### src/rtl/core/mqtt_fixed_header_parser_assert.svh
// Assertion macros for the MQTT fixed header parser.
// Each macro samples on the rising edge of the named clock and is disabled
// while the named active-low reset is asserted.
`ifndef MQTT_FIXED_HEADER_PARSER_ASSERT_SVH
`define MQTT_FIXED_HEADER_PARSER_ASSERT_SVH

// Check that a condition holds at every sampled edge.
`define MFHP_ASSERT_ALWAYS(label, clk_s, rst_n_s, cond, msg) \
	label: assert property (@(posedge clk_s) disable iff (!rst_n_s) (cond)) \
		else $error(msg);

// Check that the consequent holds in the same cycle as the antecedent.
`define MFHP_ASSERT_SAME(label, clk_s, rst_n_s, ante, cons, msg) \
	label: assert property (@(posedge clk_s) disable iff (!rst_n_s) (ante) |-> (cons)) \
		else $error(msg);

// Check that the consequent holds in the cycle after the antecedent.
`define MFHP_ASSERT_NEXT(label, clk_s, rst_n_s, ante, cons, msg) \
	label: assert property (@(posedge clk_s) disable iff (!rst_n_s) (ante) |=> (cons)) \
		else $error(msg);

`endif

### src/rtl/core/mfhp_pkg.sv
`timescale 1ns / 1ps
package mfhp_pkg;

	localparam int unsigned MaxLengthBytesDefault = 4;

	localparam int unsigned AccWidth = 28;
	localparam int unsigned CntWidth = 3;

	localparam logic [7:0] ContBit   = 8'h80;
	localparam logic [7:0] ValueMask = 8'h7f;
	localparam logic [3:0] TypeBad0  = 4'h0;
	localparam logic [3:0] TypeBad15 = 4'hf;

	typedef enum logic [3:0] {
		PH_TYPE = 4'b0001,
		PH_LEN  = 4'b0010,
		PH_DONE = 4'b0100,
		PH_ERR  = 4'b1000
	} phase_t;

	typedef enum logic [2:0] {
		ST_PENDING  = 3'd0,
		ST_COMPLETE = 3'd1,
		ST_BADTYPE  = 3'd2,
		ST_TOOLONG  = 3'd3,
		ST_PASSED   = 3'd4
	} status_t;

	typedef struct packed {
		logic [7:0] data_byte;
		logic       restart;
	} in_item_t;

	typedef struct packed {
		status_t               status;
		logic [3:0]            packet_type;
		logic [3:0]            header_flags;
		logic [AccWidth-1:0]   remaining_length;
		logic [CntWidth-1:0]   length_byte_count;
	} result_t;

endpackage

### src/rtl/core/mfhp_in_if.sv
`timescale 1ns / 1ps
interface mfhp_in_if;
	logic       valid;
	logic       ready;
	logic [7:0] data_byte;
	logic       restart;

	modport source (output valid, output data_byte, output restart, input ready);
	modport sink (input valid, input data_byte, input restart, output ready);
endinterface

### src/rtl/core/mfhp_out_if.sv
`timescale 1ns / 1ps
interface mfhp_out_if;
	logic        valid;
	logic        ready;
	logic [2:0]  status;
	logic [3:0]  packet_type;
	logic [3:0]  header_flags;
	logic [27:0] remaining_length;
	logic [2:0]  length_byte_count;

	modport source (
		output valid, output status, output packet_type, output header_flags,
		output remaining_length, output length_byte_count, input ready
	);
	modport sink (
		input valid, input status, input packet_type, input header_flags,
		input remaining_length, input length_byte_count, output ready
	);
endinterface

### src/rtl/core/mfhp_in_reg.sv
`timescale 1ns / 1ps
module mfhp_in_reg (
	input  logic              clk,
	input  logic              arst_n,
	mfhp_in_if.sink           in_ch,
	input  logic              adv,
	output mfhp_pkg::in_item_t item_s1,
	output logic              valid_s1
);

	// Take a new item whenever the stage is empty or drains this cycle.
	assign in_ch.ready = !valid_s1 || adv;

	always_ff @(posedge clk or negedge arst_n) begin
		if (!arst_n) begin
			valid_s1 <= 1'b0;
		end else if (in_ch.ready) begin
			valid_s1 <= in_ch.valid;
		end
	end

	always_ff @(posedge clk) begin
		if (in_ch.valid && in_ch.ready) begin
			item_s1.data_byte <= in_ch.data_byte;
			item_s1.restart   <= in_ch.restart;
		end
	end

endmodule

### src/rtl/core/mfhp_step.sv
`timescale 1ns / 1ps
`include "mqtt_fixed_header_parser_assert.svh"
module mfhp_step #(
	parameter int unsigned MAX_LENGTH_BYTES = mfhp_pkg::MaxLengthBytesDefault
) (
	input  logic               clk,
	input  logic               arst_n,
	input  logic               adv,
	input  mfhp_pkg::in_item_t item_s1,
	output mfhp_pkg::result_t  res
);

	mfhp_pkg::phase_t                    phase_q, phase_d, phase_eff;
	logic [3:0]                          type_q, type_d;
	logic [3:0]                          flags_q, flags_d;
	logic [mfhp_pkg::AccWidth-1:0]       acc_q, acc_d, acc_add;
	logic [mfhp_pkg::CntWidth-1:0]       cnt_q, cnt_d;
	logic [6:0]                          val7;
	logic [3:0]                          nib_hi;
	mfhp_pkg::status_t                   status;

	assign val7   = 7'(item_s1.data_byte & mfhp_pkg::ValueMask);
	assign nib_hi = item_s1.data_byte[7:4];

	// Place the seven value bits at the slot of this length byte.
	always_comb begin
		acc_add = '0;
		case (cnt_q[1:0])
			2'd0: acc_add[6:0]   = val7;
			2'd1: acc_add[13:7]  = val7;
			2'd2: acc_add[20:14] = val7;
			2'd3: acc_add[27:21] = val7;
			default: acc_add = '0;
		endcase
	end

	always_comb begin
		phase_eff = item_s1.restart ? mfhp_pkg::PH_TYPE : phase_q;
		phase_d   = phase_q;
		type_d    = type_q;
		flags_d   = flags_q;
		acc_d     = acc_q;
		cnt_d     = cnt_q;
		status    = mfhp_pkg::ST_PASSED;
		case (phase_eff)
			mfhp_pkg::PH_TYPE: begin
				type_d  = nib_hi;
				flags_d = item_s1.data_byte[3:0];
				acc_d   = '0;
				cnt_d   = '0;
				if (nib_hi == mfhp_pkg::TypeBad0 || nib_hi == mfhp_pkg::TypeBad15) begin
					status  = mfhp_pkg::ST_BADTYPE;
					phase_d = mfhp_pkg::PH_ERR;
				end else begin
					status  = mfhp_pkg::ST_PENDING;
					phase_d = mfhp_pkg::PH_LEN;
				end
			end
			mfhp_pkg::PH_LEN: begin
				acc_d = acc_q | acc_add;
				cnt_d = cnt_q + mfhp_pkg::CntWidth'(1);
				if ((item_s1.data_byte & mfhp_pkg::ContBit) == 8'h00) begin
					status  = mfhp_pkg::ST_COMPLETE;
					phase_d = mfhp_pkg::PH_DONE;
				end else if (cnt_d >= mfhp_pkg::CntWidth'(MAX_LENGTH_BYTES)) begin
					status  = mfhp_pkg::ST_TOOLONG;
					phase_d = mfhp_pkg::PH_ERR;
				end else begin
					status = mfhp_pkg::ST_PENDING;
				end
			end
			default: begin
				// Complete or error: hold everything until a restart.
				status = mfhp_pkg::ST_PASSED;
			end
		endcase
	end

	assign res.status            = status;
	assign res.packet_type       = type_d;
	assign res.header_flags      = flags_d;
	assign res.remaining_length  = acc_d;
	assign res.length_byte_count = cnt_d;

	always_ff @(posedge clk or negedge arst_n) begin
		if (!arst_n) begin
			phase_q <= mfhp_pkg::PH_TYPE;
			type_q  <= '0;
			flags_q <= '0;
			acc_q   <= '0;
			cnt_q   <= '0;
		end else if (adv) begin
			phase_q <= phase_d;
			type_q  <= type_d;
			flags_q <= flags_d;
			acc_q   <= acc_d;
			cnt_q   <= cnt_d;
		end
	end

	`MFHP_ASSERT_ALWAYS(a_cnt_bound, clk, arst_n, cnt_q <= mfhp_pkg::CntWidth'(MAX_LENGTH_BYTES), "length byte count beyond limit")
	`MFHP_ASSERT_NEXT(a_complete_done, clk, arst_n, adv && status == mfhp_pkg::ST_COMPLETE, phase_q == mfhp_pkg::PH_DONE, "complete header did not enter done phase")
	`MFHP_ASSERT_NEXT(a_pass_holds, clk, arst_n, adv && !item_s1.restart && (phase_q == mfhp_pkg::PH_DONE || phase_q == mfhp_pkg::PH_ERR), $stable(acc_q) && $stable(cnt_q) && $stable(type_q), "state changed while passing bytes over")

endmodule

### src/rtl/core/mqtt_fixed_header_parser.sv
// MQTT fixed header parser. Feed the message stream one byte per item on
// in_ch; every byte yields exactly one status item on out_ch, in order. The
// first byte (or any byte with restart set) is the type byte: type 1..14 gives
// status pending, type 0 or 15 gives bad type. Remaining-length bytes follow,
// base-128 little-endian, up to MAX_LENGTH_BYTES of them; the byte with its
// top bit clear gives complete with type, flags and full remaining_length, and
// a last allowed byte that still has the top bit set gives length too long.
// After complete or an error, bytes report passed over until a restart.
// Throughput is one byte per clock while the sink keeps taking status items.
// A byte taken from in_ch sits in the input register, passes the decode step
// and is loaded into the result register, from which its status item is
// offered on out_ch. A stalled sink holds the result register; the input
// register can still take one more byte, and only then does in_ch.ready drop.
// The result register lets a new byte be taken while a finished result still
// waits for the sink.
`timescale 1ns / 1ps
`include "mqtt_fixed_header_parser_assert.svh"
module mqtt_fixed_header_parser #(
	parameter int unsigned MAX_LENGTH_BYTES = mfhp_pkg::MaxLengthBytesDefault
) (
	input  logic       clk,
	input  logic       arst_n,
	mfhp_in_if.sink    in_ch,
	mfhp_out_if.source out_ch
);

	mfhp_pkg::in_item_t item_s1;
	logic               valid_s1;
	mfhp_pkg::result_t  res;
	mfhp_pkg::result_t  res_q;
	logic               out_valid_q;
	logic               out_load;
	logic               adv;

	// Load the result register when it is empty or being drained this cycle.
	assign out_load = !out_valid_q || out_ch.ready;
	// Advance the parser state only when a byte moves into the result register.
	assign adv = valid_s1 && out_load;

	mfhp_in_reg u_in_reg (
		.clk      (clk),
		.arst_n   (arst_n),
		.in_ch    (in_ch),
		.adv      (adv),
		.item_s1  (item_s1),
		.valid_s1 (valid_s1)
	);

	mfhp_step #(
		.MAX_LENGTH_BYTES (MAX_LENGTH_BYTES)
	) u_step (
		.clk     (clk),
		.arst_n  (arst_n),
		.adv     (adv),
		.item_s1 (item_s1),
		.res     (res)
	);

	always_ff @(posedge clk or negedge arst_n) begin
		if (!arst_n) begin
			out_valid_q <= 1'b0;
		end else if (out_load) begin
			out_valid_q <= valid_s1;
		end
	end

	// Hold the payload while the sink stalls.
	always_ff @(posedge clk) begin
		if (adv) begin
			res_q <= res;
		end
	end

	assign out_ch.valid             = out_valid_q;
	assign out_ch.status            = res_q.status;
	assign out_ch.packet_type       = res_q.packet_type;
	assign out_ch.header_flags      = res_q.header_flags;
	assign out_ch.remaining_length  = res_q.remaining_length;
	assign out_ch.length_byte_count = res_q.length_byte_count;

	`MFHP_ASSERT_SAME(a_stall_blocks_in, clk, arst_n, valid_s1 && out_valid_q && !out_ch.ready, !in_ch.ready, "input taken while both stages are full and stalled")
	`MFHP_ASSERT_NEXT(a_adv_fills_out, clk, arst_n, adv, out_valid_q, "advanced item did not reach the result register")

endmodule
### src/flat_wrapper.sv
// flat-port wrapper written by rule: the top's interface ports become plain ports
module mqtt_fixed_header_parser_flat 
#(
	parameter int unsigned MAX_LENGTH_BYTES = mfhp_pkg::MaxLengthBytesDefault
)
  (clk, arst_n, in_ch_valid, in_ch_data_byte, in_ch_restart, in_ch_ready, out_ch_valid, out_ch_status, out_ch_packet_type, out_ch_header_flags, out_ch_remaining_length, out_ch_length_byte_count, out_ch_ready);
  mfhp_in_if in_ch_i ();
  mfhp_out_if out_ch_i ();
  input  logic clk;
  input  logic arst_n;
  input wire logic [$bits(in_ch_i.valid)-1:0] in_ch_valid;
  input wire logic [$bits(in_ch_i.data_byte)-1:0] in_ch_data_byte;
  input wire logic [$bits(in_ch_i.restart)-1:0] in_ch_restart;
  output wire logic [$bits(in_ch_i.ready)-1:0] in_ch_ready;
  output wire logic [$bits(out_ch_i.valid)-1:0] out_ch_valid;
  output wire logic [$bits(out_ch_i.status)-1:0] out_ch_status;
  output wire logic [$bits(out_ch_i.packet_type)-1:0] out_ch_packet_type;
  output wire logic [$bits(out_ch_i.header_flags)-1:0] out_ch_header_flags;
  output wire logic [$bits(out_ch_i.remaining_length)-1:0] out_ch_remaining_length;
  output wire logic [$bits(out_ch_i.length_byte_count)-1:0] out_ch_length_byte_count;
  input wire logic [$bits(out_ch_i.ready)-1:0] out_ch_ready;
  assign in_ch_i.valid = in_ch_valid;
  assign in_ch_i.data_byte = in_ch_data_byte;
  assign in_ch_i.restart = in_ch_restart;
  assign in_ch_ready = in_ch_i.ready;
  assign out_ch_valid = out_ch_i.valid;
  assign out_ch_status = out_ch_i.status;
  assign out_ch_packet_type = out_ch_i.packet_type;
  assign out_ch_header_flags = out_ch_i.header_flags;
  assign out_ch_remaining_length = out_ch_i.remaining_length;
  assign out_ch_length_byte_count = out_ch_i.length_byte_count;
  assign out_ch_i.ready = out_ch_ready;
  mqtt_fixed_header_parser #(.MAX_LENGTH_BYTES(MAX_LENGTH_BYTES)) u_core (.clk(clk), .arst_n(arst_n), .in_ch(in_ch_i), .out_ch(out_ch_i));
endmodule
### config.mk
export PLATFORM = sky130hd
export DESIGN_NAME = mqtt_fixed_header_parser_flat
export DESIGN_NICKNAME = d
export VERILOG_FILES = /design/src/rtl/core/mfhp_pkg.sv /design/src/rtl/core/mfhp_in_if.sv /design/src/rtl/core/mfhp_out_if.sv /design/src/rtl/core/mfhp_in_reg.sv /design/src/rtl/core/mfhp_step.sv /design/src/rtl/core/mqtt_fixed_header_parser.sv /design/src/flat_wrapper.sv
export VERILOG_INCLUDE_DIRS = /design/src /design/src/rtl/core
export SDC_FILE = /design/constraint.sdc
export NUM_CORES = 1
export LEC_CHECK = 0
export ABC_AREA = 1
export BUFFER_PORTS_ARGS = -buffer_cell sky130_fd_sc_hd__buf_2
export CORE_UTILIZATION = 56
export DETAILED_ROUTE_END_ITERATION = 12
export PLACE_DENSITY = 0.78
export SETUP_SLACK_MARGIN = 0.1
export SLEW_MARGIN = 20
export SYNTH_ARGS = -nofsm -noshare
export SYNTH_HDL_FRONTEND = slang
export SYNTH_SLANG_ARGS = --single-unit
### constraint.sdc
create_clock -name clk -period 2.5 [get_ports clk]
set_clock_uncertainty 0.15 [all_clocks]
set_input_delay 0.25 -clock clk [delete_from_list [all_inputs] [get_ports clk]]
set_output_delay 0.25 -clock clk [all_outputs]
set_load 0.02 [all_outputs]
**Word level (Yosys, flattened, before mapping)**

Index checks and enable logic that the tools add are counted.

- $add $sub $neg: 1
- $lt $le $gt $ge: 1
- Equality and inequality tests: 7
- Mux-type cells: 17
- Bitwise gates (word level): 1
- Reduce and logical (&&, ||, !) cells: 12

Operators with widths:

| kind | count |
|---|---|
| 28-bit case mux with 2 select lines | 1 |
| 7-bit 2-to-1 mux | 4 |
| 28-bit bitwise OR | 1 |
| 4-bit 2-to-1 mux | 6 |
| 3-bit case mux with 2 select lines | 2 |
| 8-bit zero test | 1 |
| 4-bit case mux with 2 select lines | 1 |
| 2-bit 2-to-1 mux | 3 |
| 2-bit == test, second input constant | 2 |
| 4-bit by 1-bit == test with 1-bit output, second input constant | 1 |
| 4-bit by 2-bit == test with 1-bit output, second input constant | 1 |
| 4-bit == test, second input constant | 1 |
| 4-bit zero test | 1 |
| 3-bit by 1-bit adder with 3-bit output, second input constant | 1 |
| 3-bit greater-or-equal comparator, second input constant | 1 |
| 1-bit logical OR | 3 |
| 3-bit != test, second input constant | 1 |
| 3-bit AND reduction | 1 |
| 2-bit by 1-bit == test with 1-bit output, second input constant | 1 |
| 1-bit logical AND | 2 |
| 1-bit zero test | 2 |
| 2-bit zero test | 1 |
| 2-bit nonzero test | 1 |

- Register bits: 96
- Bits of input ports: 13
- Output and inout bits: 44
- Logic and storage cells: 53

**Logic depth before layout (Yosys ltp)**

Gate-level depths: netlist of the first run.

- Word-level depth: 5
- Mapped depth: 8
- Depth with buffers taken out: 7

**By module**

A second synthesis of the first run with hierarchy kept.

- Cell total of the unflattened synthesis: 365
- Area, all modules: 3923.8 um^2

By module, submodules not included:

| module | times used | cells each | area each (um^2) | seq. area each (um^2) |
|---|---|---|---|---|
| mfhp_step | 1 | 302 | 2298.5 | 1077.3 |
| mqtt_fixed_header_parser | 1 | 48 | 1310.0 | 1286.2 |
| mfhp_in_reg | 1 | 15 | 315.3 | 295.3 |

**Worst setup path before layout of the first run**

No wires, ideal clock.

- Kind: register to register
- Start point: register u_core.out_valid_q (netlist: u_core.out_ch.valid)
- End point: register u_core.res_q (netlist bit u_core.out_ch.header_flags[0]) (enable)
- Setup time: 0.364 ns
- Arrival: 1.330 ns
- Required time: 1.986 ns
- Path slack: 0.656 ns
- Cell stages (with the launch flop): 6
- Buffers on the path: 2
- Period minus slack after synthesis: 1.844 ns
- Path through: dfrtp_1 > nand2_1 > nand2_2 > inv_2 > buf_2 > buf_4

- Cells in the longest elaborated chain, start to end: 3

Ends and longest elaborated chain:

| item | line | RTL |
|---|---|---|
| from (decl) | mqtt_fixed_header_parser.sv:31 | `logic out_valid_q;` |
| from (signal assigned) | mqtt_fixed_header_parser.sv:63 | `out_valid_q <= valid_s1;` |
| 1-bit zero test | mqtt_fixed_header_parser.sv:36 | `assign out_load = !out_valid_q \|\| out_ch.ready;` |
| 1-bit logical OR | mqtt_fixed_header_parser.sv:36 |  |
| 1-bit logical AND | mqtt_fixed_header_parser.sv:38 | `assign adv = valid_s1 && out_load;` |
| named net u_core.adv | mqtt_fixed_header_parser.sv:33 | `logic adv;` |
| to (signal assigned) | mqtt_fixed_header_parser.sv:70 | `res_q <= res;` |
| to (decl) | mqtt_fixed_header_parser.sv:30 | `mfhp_pkg::result_t res_q;` |

The timed path passes the listed nets, and every way through them passes these cells.
A chain may end at the register's enable or synchronous reset.

**Worst setup path in the final report of the first run**

- Start point: register u_core.u_step.cnt_q[0] in the netlist's numbering
- End point: register u_core.u_step.phase_q[3]

- Cells in the longest elaborated chain, start to end: 4

Ends and longest elaborated chain:

| item | line | RTL |
|---|---|---|
| from (decl) | mfhp_step.sv:17 | `logic [mfhp_pkg::CntWidth-1:0] cnt_q, cnt_d;` |
| from (signal assigned) | mfhp_step.sv:97 | `cnt_q <= cnt_d;` |
| 3-bit by 1-bit adder with 3-bit output | mfhp_step.sv:61 | `cnt_d = cnt_q + mfhp_pkg::CntWidth'(1);` |
| 3-bit greater-or-equal comparator | mfhp_step.sv:65 | `end else if (cnt_d >= mfhp_pkg::CntWidth'(MAX_LENGTH_BYTES)) begin` |
| 3-bit != test (no source line) | n/a |  |
| 3-bit AND reduction (no source line) | n/a |  |
| to (signal assigned) | mfhp_step.sv:87 | `phase_q <= mfhp_pkg::PH_TYPE;` |
| to (signal assigned) | mfhp_step.sv:93 | `phase_q <= phase_d;` |
| to (decl) | mfhp_step.sv:13 | `mfhp_pkg::phase_t phase_q, phase_d, phase_eff;` |

Every way passes these cells.

==> flow_summary.yaml, run 1 <==
grt:
  grt_max_degree: 112
  antenna_found_initial: 0
  grt-ovfl-total: 0
  grt_pass1_vias: 2706
  grt_pass1_wl_um: 12820
  grt_use_total_pct: 23.51
worst_setup_path:
  slowest_stage: "dfrtp_1"
  cp_max_fo: 8
  criticalPathCategory: "flop to flop"
  max_stage_delay_ns: 0.42
  worst_ep_arrival_time_ns: 2.00
  crit_buf_inv: 0
  ff2ff_setup_slack_ns: 0.65
  path_delay_family: "simple AND/OR/NAND/NOR gates"
  startpoint_type: "flop"
  rr_startpoint: "u_core.u_step.cnt_q[0]"
  crit_required_ns: 2.65
  cpMostUsedCell: "nand2_1"
  end_kind: "flop"
  crit_start: "u_core.u_step.cnt_q[0]"
  crit_chain: "ha_1 > xnor2_1 > nand3_1 > nand3_2 > nand2_1 > nand2_1"
pwr:
  power_density_nw_per_um2: 1138
  vdd_ir_drop_max_uv: 491.2
  p_leak_nw: 2.049
synthesis:
  synth_cell_types: 24
  synth.most_common_cell: "nand2_1"
  syn_avg_cell_area_um2: 10.80
  synthMuxAreaShare_pct: 0
  synth_compound_area_share_pct: 7.038
  synth_top_family_by_area: "simple AND/OR/NAND/NOR gates"
  synth_top_area_cell: "edfxtp_1"
  synth_common_cells: "nand2_1, edfxtp_1, dfrtp_1"
  syn-cell-area_um2: 3911
  syn_inst: 362
  synth_adder_area_share_pct: 1.280
  synth_top_area_share_pct: 39.16
  synth_simple_gate_area_share_pct: 20.15
  syn-num-nets: 379
  ys_async_sr_fraction_pct: 46.88
  seq_area_frac_synth_pct: 67.98
  ys_warn_count: 0
  synthFlopType: "edfxtp_1"
  synth-xor-area-share_pct: 0.2239
  ys_seq_elements: 96
  synth.area.top_cells: "edfxtp_1, dfrtp_1, nand2_1"
  synth-edff-count: 51
drt:
  drc: 1
  wl_per_cell_um: 15.50
  routedLengthMet1_um: 3298
  wl_met3_um: 450
  viasPerCell: 5.729
  dr.max_layer_used: "met4"
  postRouteAntennaNets: 0
  routed_wl_um: 7950
  num_vias: 2939
  drt_pre_antenna_iters: 10
  drt_iter0_drc: 356
  routed-wl-met2_um: 3969
final_layout:
  layout.cells.non_filler: 513
  area_growth_pct: 17.21
  finalNetCount: 445
  drive_gt1_share_pct: 19.17
  fin_util_pct: 67.85
  n_fill_cell: 508
  diodes: 0
  multi_input_area_um2: 1122
  seq_area_um2: 2659
hold_path:
  holdCritStartpoint: "out_ch_ready"
  hold_path.class: "primary input to flop"
floorplanning:
  die_width_um: 85.57
  rows: 30
  ioPinCount: 57
  die_h_um: 85.57
  die-area_um2: 7322
  core_area_um2: 6756
  start_util_pct: 57.89
timing:
  finalMaxSlewViolations: 0
  period_share_pct: 74.06
  min_period_ns: 1.851
  slew_headroom_pct: 67.52
  worstMarginPinSlew_ns: 0.4872
  hold_violations: 0
  fin_setup_tns_ns: 0
  fmax_mhz: 540.1
  rsz0062_at_grt: "no"
  setup_viol: 0
cts:
  h-tree-depth: 3
  clkSinkCount: 96
  cts.repair.resized: 0
  clk_path_buf_depth: 2
  cts_root_buffer: "clkbuf_8"
  clk_latency_ns: 0.36
  cts_tree: "done"
  clk_pin_slew_worst_paths_ns: 0.08
  cts_setup_buffers: 0
  cts_made_buffers: 9
  ctsHoldBuffers: 11
placed_design:
  dpl.hpwl_um: 4853
  gp_congestion: 0.8123
  dp.cells: 486
  io_buffers: 56
outcome:
  violations: "design-rule violations"
  status: "finished with violations"
flow_run:
  max-cap-violations: 0
-- cell usage in the layout (no fill, tap or decap), drive strengths merged --
cell type,n
nor2,43
inv,8
buf,60
bufinv,3
dlygate4sd3,11
a31oi,36
nand4,2
or2,1
o21ai,7
dfstp,1
clkinv,4
edfxtp,51
dfrtp,44
a21oi,3
xnor2,1
clkbuf,10
nand3,35
ha,4
nand2,109
-- through the flow --
stage | cell area, µm² | setup slack (ns) | hold WS [ns] | total power [mW]
floorplan | 3911 | 0.6563 | -0.1956 | 3.610
global placement | 4239 | 0.7589 | 0.03857 | 3.947
detailed placement | 4239 | 0.7040 | 0.04335 | 4.032
CTS | 4584 | 0.6671 | 0.01924 | 5.215
global route | 4584 | 0.5579 | 0.06218 | 5.511
finish | 4584 | 0.6485 | 0.02433 | 5.216
-- metal layers --
| metal | vias up | track usage, % |
|---|---|---|
| met1 | 1409 | 32.26 |
| met2 | 133 | 36.00 |
| met5 | - | 0 |
| li1 | 1376 | - |
| met4 | 0 | 11.67 |
| met3 | 21 | 5.197 |
-- logic make-up (layout without fill, tap and decap cells) --
group | Yosys count | after routing
AND/OR/NAND/NOR | 190 | 190
flip-flops | 96 | 96
AO/OA/AOI/OAI | 46 | 46
buffers and inverters | 25 | 96
adder cells (fa/ha/maj) | 4 | 4
XOR/XNOR | 1 | 1
-- final timing paths --
check / endpoint / cells after the start
hold / removal: u_core.out_ch.valid / 4
setup / recovery: u_core.u_step.phase_q[3] / 6
max in group asynchronous: u_core.u_step.acc_q[22] / 3
setup reg to reg: u_core.u_step.phase_q[3] / 6
hold reg to reg: u_core.u_step.phase_q[2] / 2
min in group asynchronous: u_core.u_step.acc_q[2] / 2
-- sequential cells by signal (all words and copies together) (netlist names) --
register,count
u_core.u_in_reg.item_s1,9
u_core.u_step.cnt_q,3
u_core.out_ch.remaining_length,28
u_core.out_ch.packet_type,4
u_core.u_step.type_q,4
u_core.u_step.phase_q,4
u_core.out_ch.status,3
u_core.out_ch.valid,1
u_core.u_in_reg.valid_s1,1
u_core.u_step.flags_q,4
u_core.u_step.acc_q,28
u_core.out_ch.header_flags,4
u_core.out_ch.length_byte_count,3
-- layout make-up --
cell class,count,area share [%]
inverters,9,0.7642
flip-flops and latches,96,58.00
multi-input cells,241,24.48
repair buffers,71,9.443
clock buffers,10,2.784
well taps,80,2.183
clock inverters,6,2.347
-- report_power, final --
part	internal [mW]	switching, mW	leakage (nW)
registers	2.27	0.248	1.02
clock network	0.661	0.520	0.118
logic	0.497	1.02	0.907
total	3.42	1.79	2.05
-- tightest hold or removal path, stage by stage --
cell and delay, ns:
buf_2 0.08, inv_1 0.04, nand2_1 0.08, nand2_1 0.05
Note: power is estimated with default switching activity, not from simulation.
==> run 2: changes to the inputs <==
--- a/config.mk
+++ b/config.mk
@@ -6,11 +6,11 @@
 export SDC_FILE = /design/constraint.sdc
 export NUM_CORES = 1
 export LEC_CHECK = 0
-export ABC_AREA = 1
+export ABC_AREA = 0
 export BUFFER_PORTS_ARGS = -buffer_cell sky130_fd_sc_hd__buf_2
 export CORE_UTILIZATION = 56
 export DETAILED_ROUTE_END_ITERATION = 12
-export PLACE_DENSITY = 0.78
+export PLACE_DENSITY = 0.79
 export SETUP_SLACK_MARGIN = 0.1
 export SLEW_MARGIN = 20
 export SYNTH_ARGS = -nofsm -noshare
==> constraint.sdc (replaced) <==
create_clock -name clk -period 1.8 [get_ports clk]
set_clock_uncertainty 0.15 [all_clocks]
set_input_delay 0.18 -clock clk [delete_from_list [all_inputs] [get_ports clk]]
set_output_delay 0.18 -clock clk [all_outputs]
set_load 0.02 [all_outputs]
==> run 2 against run 1 <==
  * The run ends with negative setup slack left
  * Die area is 1.3% lower
  * Hold slack better by 0.049 ns
  * Wire length is 5.7% higher
  * Critical path type unchanged
==> flow_summary.yaml, run 2 <==
outcome:
  status: "finished with violations"
  violations: "negative setup slack"
timing:
  slew_headroom_pct: 70.50
  setup_viol: 20
  hold_violations: 0
  worstMarginPinSlew_ns: 0.4425
  period_share_pct: 102.6
  worst_slack_ns: -0.04626
  rsz0062_at_grt: "yes"
  min_period_ns: 1.846
  fin_setup_tns_ns: -0.5378
  fmax_mhz: 541.6
  finalMaxSlewViolations: 0
synthesis:
  syn-cell-area_um2: 3857
  synth_top_family_by_area: "compound AO/OA/AOI/OAI gates"
  synth_compound_area_share_pct: 16.80
  ys_seq_elements: 96
  synth.most_common_cell: "edfxtp_1"
  syn-num-nets: 266
  synth-edff-count: 51
  synthMuxAreaShare_pct: 4.671
  syn_avg_cell_area_um2: 15.49
  synth.area.top_cells: "edfxtp_1, dfrtp_1, a32o_1"
  synth_simple_gate_area_share_pct: 4.509
  ys_async_sr_fraction_pct: 46.88
  seq_area_frac_synth_pct: 68.93
  synth_cell_types: 34
  synth_top_area_share_pct: 39.70
  synth_top_area_cell: "edfxtp_1"
  synth_common_cells: "edfxtp_1, dfrtp_1, a22o_1"
  synth-xor-area-share_pct: 0.4541
  synthFlopType: "edfxtp_1"
  synth_adder_area_share_pct: 1.297
  ys_warn_count: 0
  syn_inst: 249
worst_setup_path:
  worst_ep_arrival_time_ns: 1.95
  rr_startpoint: "u_core.u_step.phase_q[0]"
  r2r_end: "u_core.u_step.flags_q[3]"
  r2r_cells: 5
  ff2ff_setup_slack_ns: -0.05
  criticalPathCategory: "flop to flop"
  cp_max_fo: 5
  crit_required_ns: 1.90
  startpoint_type: "flop"
  end_kind: "flop"
final_layout:
  layout.cells.non_filler: 418
  multi_input_area_um2: 1120
  n_fill_cell: 387
  finalNetCount: 353
  layout_commonest_cell: "buf_2"
  fin_util_pct: 74.88
  diodes: 0
  drive_gt1_share_pct: 40.18
  area_growth_pct: 26.08
  seq_area_um2: 2659
  final_cell_mix: "buf_2, edfxtp_1, dfrtp_1"
drt:
  drt_iter0_drc: 237
  viasPerCell: 6.376
  num_vias: 2665
  postRouteAntennaNets: 0
  wl_per_cell_um: 20.10
  routed_wl_um: 8402
  drc: 0
  drt_pre_antenna_iters: 5
hold_path:
  min_to: "u_core.out_ch.valid"
  hold_path.class: "primary input to flop"
  holdCritStartpoint: "out_ch_ready"
  min_path_cells: 4
floorplanning:
  rows: 29
  die-area_um2: 7224
  core_area_um2: 6495
  ioPinCount: 57
  die_h_um: 85.00
  die_width_um: 85.00
  start_util_pct: 59.39
cts:
  clk_pin_slew_worst_paths_ns: 0.09
  clk_path_buf_depth: 2
  h-tree-depth: 3
  clkSinkCount: 96
  cts_tree: "done"
  cts_made_buffers: 9
  cts_root_buffer: "clkbuf_8"
  clk_latency_ns: 0.37
placed_design:
  gp_congestion: 0.8580
  dpl.hpwl_um: 5076
  io_buffers: 56
  dp.cells: 384
grt:
  grt_pass1_wl_um: 13050
  grt-ovfl-total: 0
  grt_use_total_pct: 24.68
  antenna_found_initial: 0
  grt_max_degree: 21
  grt_pass1_vias: 2563
pwr:
  p_leak_nw: 2.103
  power_density_nw_per_um2: 1271
  vdd_ir_drop_max_uv: 657.9
flow_run:
  max-cap-violations: 0
[run 2: cell count changes in the layout (fill, tap and decap cells not counted), sizes merged, moves of 30 or more]
| cell | before | now |
|---|---|---|
| nor2 | 43 | 5 |
| a22o | 0 | 31 |
| a31oi | 36 | 0 |
| a32o | 0 | 30 |
| nand3 | 35 | 1 |
| nand2 | 109 | 5 |
[run 2: final cells by class]
cell class,instances,area share [%]
multi-input combinational,124,23.03
tap,77,1.981
inverter,4,0.3087
timing repair buffer,101,15.02
clock inverter,7,2.444
sequential,96,54.67
clock buffer,9,2.547
[run 2: cells by family (layout without fill, tap and decap cells)]
group	count (synthesis)	count (layout)
buffers and inverters	30	121
AO/OA/AOI/OAI	73	73
XOR/XNOR	2	2
adder cells (fa/ha/maj)	4	4
flip-flops	96	96
multiplexers	16	16
AND/OR/NAND/NOR	28	29
[run 2: layer usage]
metal  GRT usage (%)  up-vias  routed length [µm]
met5               0        -                   0
met4           12.48        0                 168
met3           5.058       17                 581
met2           39.81      143                4219
met1           32.08     1352                3432
li1                -     1153                   -
[run 2: what timing repair did]
item,CTS,global route
cloned,2,0
hold buffers,12,0
setup endpoints to repair,79,78
hold endpoints to repair,55,0
gates resized for setup,16,2
pin swaps,6,2
buffers inserted,4,0
[run 2: per-stage QoR]
stage	setup WS [ns]	hold WS [ns]	total power [mW]	area, µm²
floorplan	0.02012	-0.2656	3.856	3901
global placement	0.008605	-0.03382	4.311	4385
detailed placement	-0.05982	-0.02490	4.369	4385
CTS	-0.008513	0.05506	6.154	4858
global route	-0.09970	0.09591	6.395	4863
finish	-0.04626	0.07376	6.180	4863
[run 2: where the power goes]
part | leakage (nW) | switching, mW | internal, mW | total (mW)
combinational | 0.893 | 0.818 | 0.726 | 1.54
clock | 0.117 | 0.752 | 0.925 | 1.68
sequential | 1.09 | 0.222 | 2.74 | 2.96
[run 2: worst max-delay path, cell delays in order (launching register included)]
cell     delay (ns)
dfstp_2        0.55
nor4b_4        0.21
buf_4          0.20
nor2_4         0.07
mux2_2         0.28
mux2_2         0.27
[run 2: worst max-delay path by stage]
stage                                   startpoint                                  to  slack, ns  cells after the start
final                     u_core.u_step.phase_q[0]            u_core.u_step.flags_q[3]      -0.05                      5
after global routing      u_core.u_step.phase_q[0]            u_core.u_step.flags_q[3]       -0.1                      5
after CTS                 u_core.u_step.phase_q[0]            u_core.u_step.flags_q[3]     -0.009                      5
after detailed placement  u_core.u_step.phase_q[0]            u_core.u_step.flags_q[3]      -0.06                      4
after global placement    u_core.u_step.phase_q[0]            u_core.u_step.flags_q[2]      0.009                      4
after floorplan           u_core.u_step.phase_q[0]  u_core.out_ch.remaining_length[10]       0.02                      5
==> run 3: changes to the inputs <==
--- a/config.mk
+++ b/config.mk
@@ -8,6 +8,7 @@
 export LEC_CHECK = 0
 export ABC_AREA = 0
 export BUFFER_PORTS_ARGS = -buffer_cell sky130_fd_sc_hd__buf_2
+export CORE_ASPECT_RATIO = 1.5
 export CORE_UTILIZATION = 56
 export DETAILED_ROUTE_END_ITERATION = 12
 export PLACE_DENSITY = 0.79
==> run 3 against run 2 <==
  * The run still ends with negative setup slack left
  * Utilization decreased by 1.1 points
  * Maximum frequency increased by 2.5%
  * Critical path depth unchanged
  * Worst setup slack improved by 0.046 ns
  * Largest cell class unchanged
==> flow_summary.yaml, run 3 (synthesis results as in run 2) <==
grt:
  grt_pass1_wl_um: 13210
  grt_use_total_pct: 24.22
  antenna_found_initial: 0
  grt-ovfl-total: 0
  grt_pass1_vias: 2698
  grt_max_degree: 30
worst_setup_path:
  crit_required_ns: 1.91
  r2r_cells: 5
  criticalPathCategory: "flop to flop"
  worst_ep_arrival_time_ns: 1.91
  cp_max_fo: 5
  ff2ff_setup_slack_ns: -0.0005
  rr_startpoint: "u_core.u_step.phase_q[0]"
  end_kind: "flop"
  startpoint_type: "flop"
  endpoint: "u_core.u_step.flags_q[0]"
  crit_start: "u_core.u_step.phase_q[0]"
  r2r_end: "u_core.u_step.flags_q[0]"
floorplanning:
  ioPinCount: 57
  start_util_pct: 58.66
  die-area_um2: 7231
  die_h_um: 103.7
  core_area_um2: 6576
  rows: 36
  die_width_um: 69.77
placed_design:
  dp.cells: 384
  dpl.hpwl_um: 5087
  gp_congestion: 0.7864
  place_ws_ns: -0.05080
  io_buffers: 56
  placed_cell_area_um2: 4379
drt:
  drt_iter0_drc: 276
  routed_wl_um: 8362
  num_vias: 2627
  postRouteAntennaNets: 0
  drc: 0
  wl_per_cell_um: 20.10
  drt_pre_antenna_iters: 5
  viasPerCell: 6.315
timing:
  worstMarginPinSlew_ns: 0.4738
  period_share_pct: 100.0
  finalMaxSlewViolations: 0
  worst_hold_slack_ns: 0.1353
  setup_viol: 1
  hold_violations: 0
  min_period_ns: 1.801
  slew_headroom_pct: 68.42
  fin_setup_tns_ns: -0.0005009
  worst_slack_ns: -0.0005009
  rsz0062_at_grt: "yes"
  fmax_mhz: 555.4
cts:
  clk_pin_slew_worst_paths_ns: 0.09
  clk_latency_ns: 0.37
  clk_path_buf_depth: 2
  h-tree-depth: 3
  clkSinkCount: 96
  cts_root_buffer: "clkbuf_8"
  cts_tree: "done"
  cts_made_buffers: 9
final_layout:
  n_fill_cell: 391
  layout.cells.non_filler: 416
  final_cell_mix: "buf_2, edfxtp_1, dfrtp_1"
  diodes: 0
  layout_commonest_cell: "buf_2"
  drive_gt1_share_pct: 39.12
  area_growth_pct: 25.75
  fin_util_pct: 73.76
  finalNetCount: 352
  finalInstanceArea_um2: 4851
flow_run:
  max-cap-violations: 0
outcome:
  status: "finished with violations"
  violations: "negative setup slack"
hold_path:
  hold_path.class: "primary input to async pin"
pwr:
  p_leak_nw: 2.066
  finalPower_mw: 6.126
  vdd_ir_drop_max_uv: 755.1
  power_density_nw_per_um2: 1263
run 3: cell types whose count changed in the layout (fill, tap and decap cells not counted), moves of 2 or more:
| cell | delta |
|---|---|
| a32o_1 | +5 |
| a32o_2 | -5 |
| and3_2 | +3 |
| and3_4 | -2 |
| buf_4 | -4 |
| buf_8 | +2 |
run 3: how the worst min path moves through the flow:
stage / end / cells after the start
after floorplan: u_core.out_ch.valid / 0
after global placement: u_core.u_step.acc_q[18] / 1
after detailed placement: u_core.u_step.acc_q[19] / 1
after CTS: u_core.u_step.acc_q[13] / 2
after global routing: u_core.u_step.acc_q[19] / 2
final: u_core.u_step.acc_q[19] / 2
run 3: timing repair:
item,CTS,global route
endpoints found under the setup margin,77,79
cloned,1,1
hold buffers,13,0
pin swaps,4,2
buffers inserted,1,0
resized for setup,13,8
endpoints found under the hold margin,55,0
run 3: layout make-up:
class / count / area (µm²) / share of cell area (%)
clock buffers: 10 / 137.6 / 2.837
clock inverters: 6 / 106.4 / 2.192
inverters: 4 / 17.52 / 0.3611
multi-input cells: 124 / 1110 / 22.88
flip-flops and latches: 96 / 2660 / 54.84
well taps: 76 / 95.09 / 1.960
repair buffers: 100 / 724.4 / 14.93
run 3: critical path: stages (launching register included):
cell and delay, ns:
dfstp_2 0.56, nor4b_4 0.20, buf_6 0.16, nor2_4 0.06, mux2_2 0.28, mux2_2 0.27
run 3: where the power goes:
group          internal (mW)  switching [mW]  total (mW)
Sequential              2.74           0.216        2.95
Clock                  0.953           0.738        1.69
Combinational          0.683           0.797        1.48
Total                   4.37            1.75        6.13
run 3: routing by layer:
metal | track usage, % | part of all wire (%) | up-vias
met5 | 0 | 0 | -
met4 | 12.86 | 2.2 | 0
met3 | 6.226 | 5.8 | 18
met2 | 39.35 | 54 | 123
met1 | 29.45 | 38 | 1331
li1 | - | - | 1155
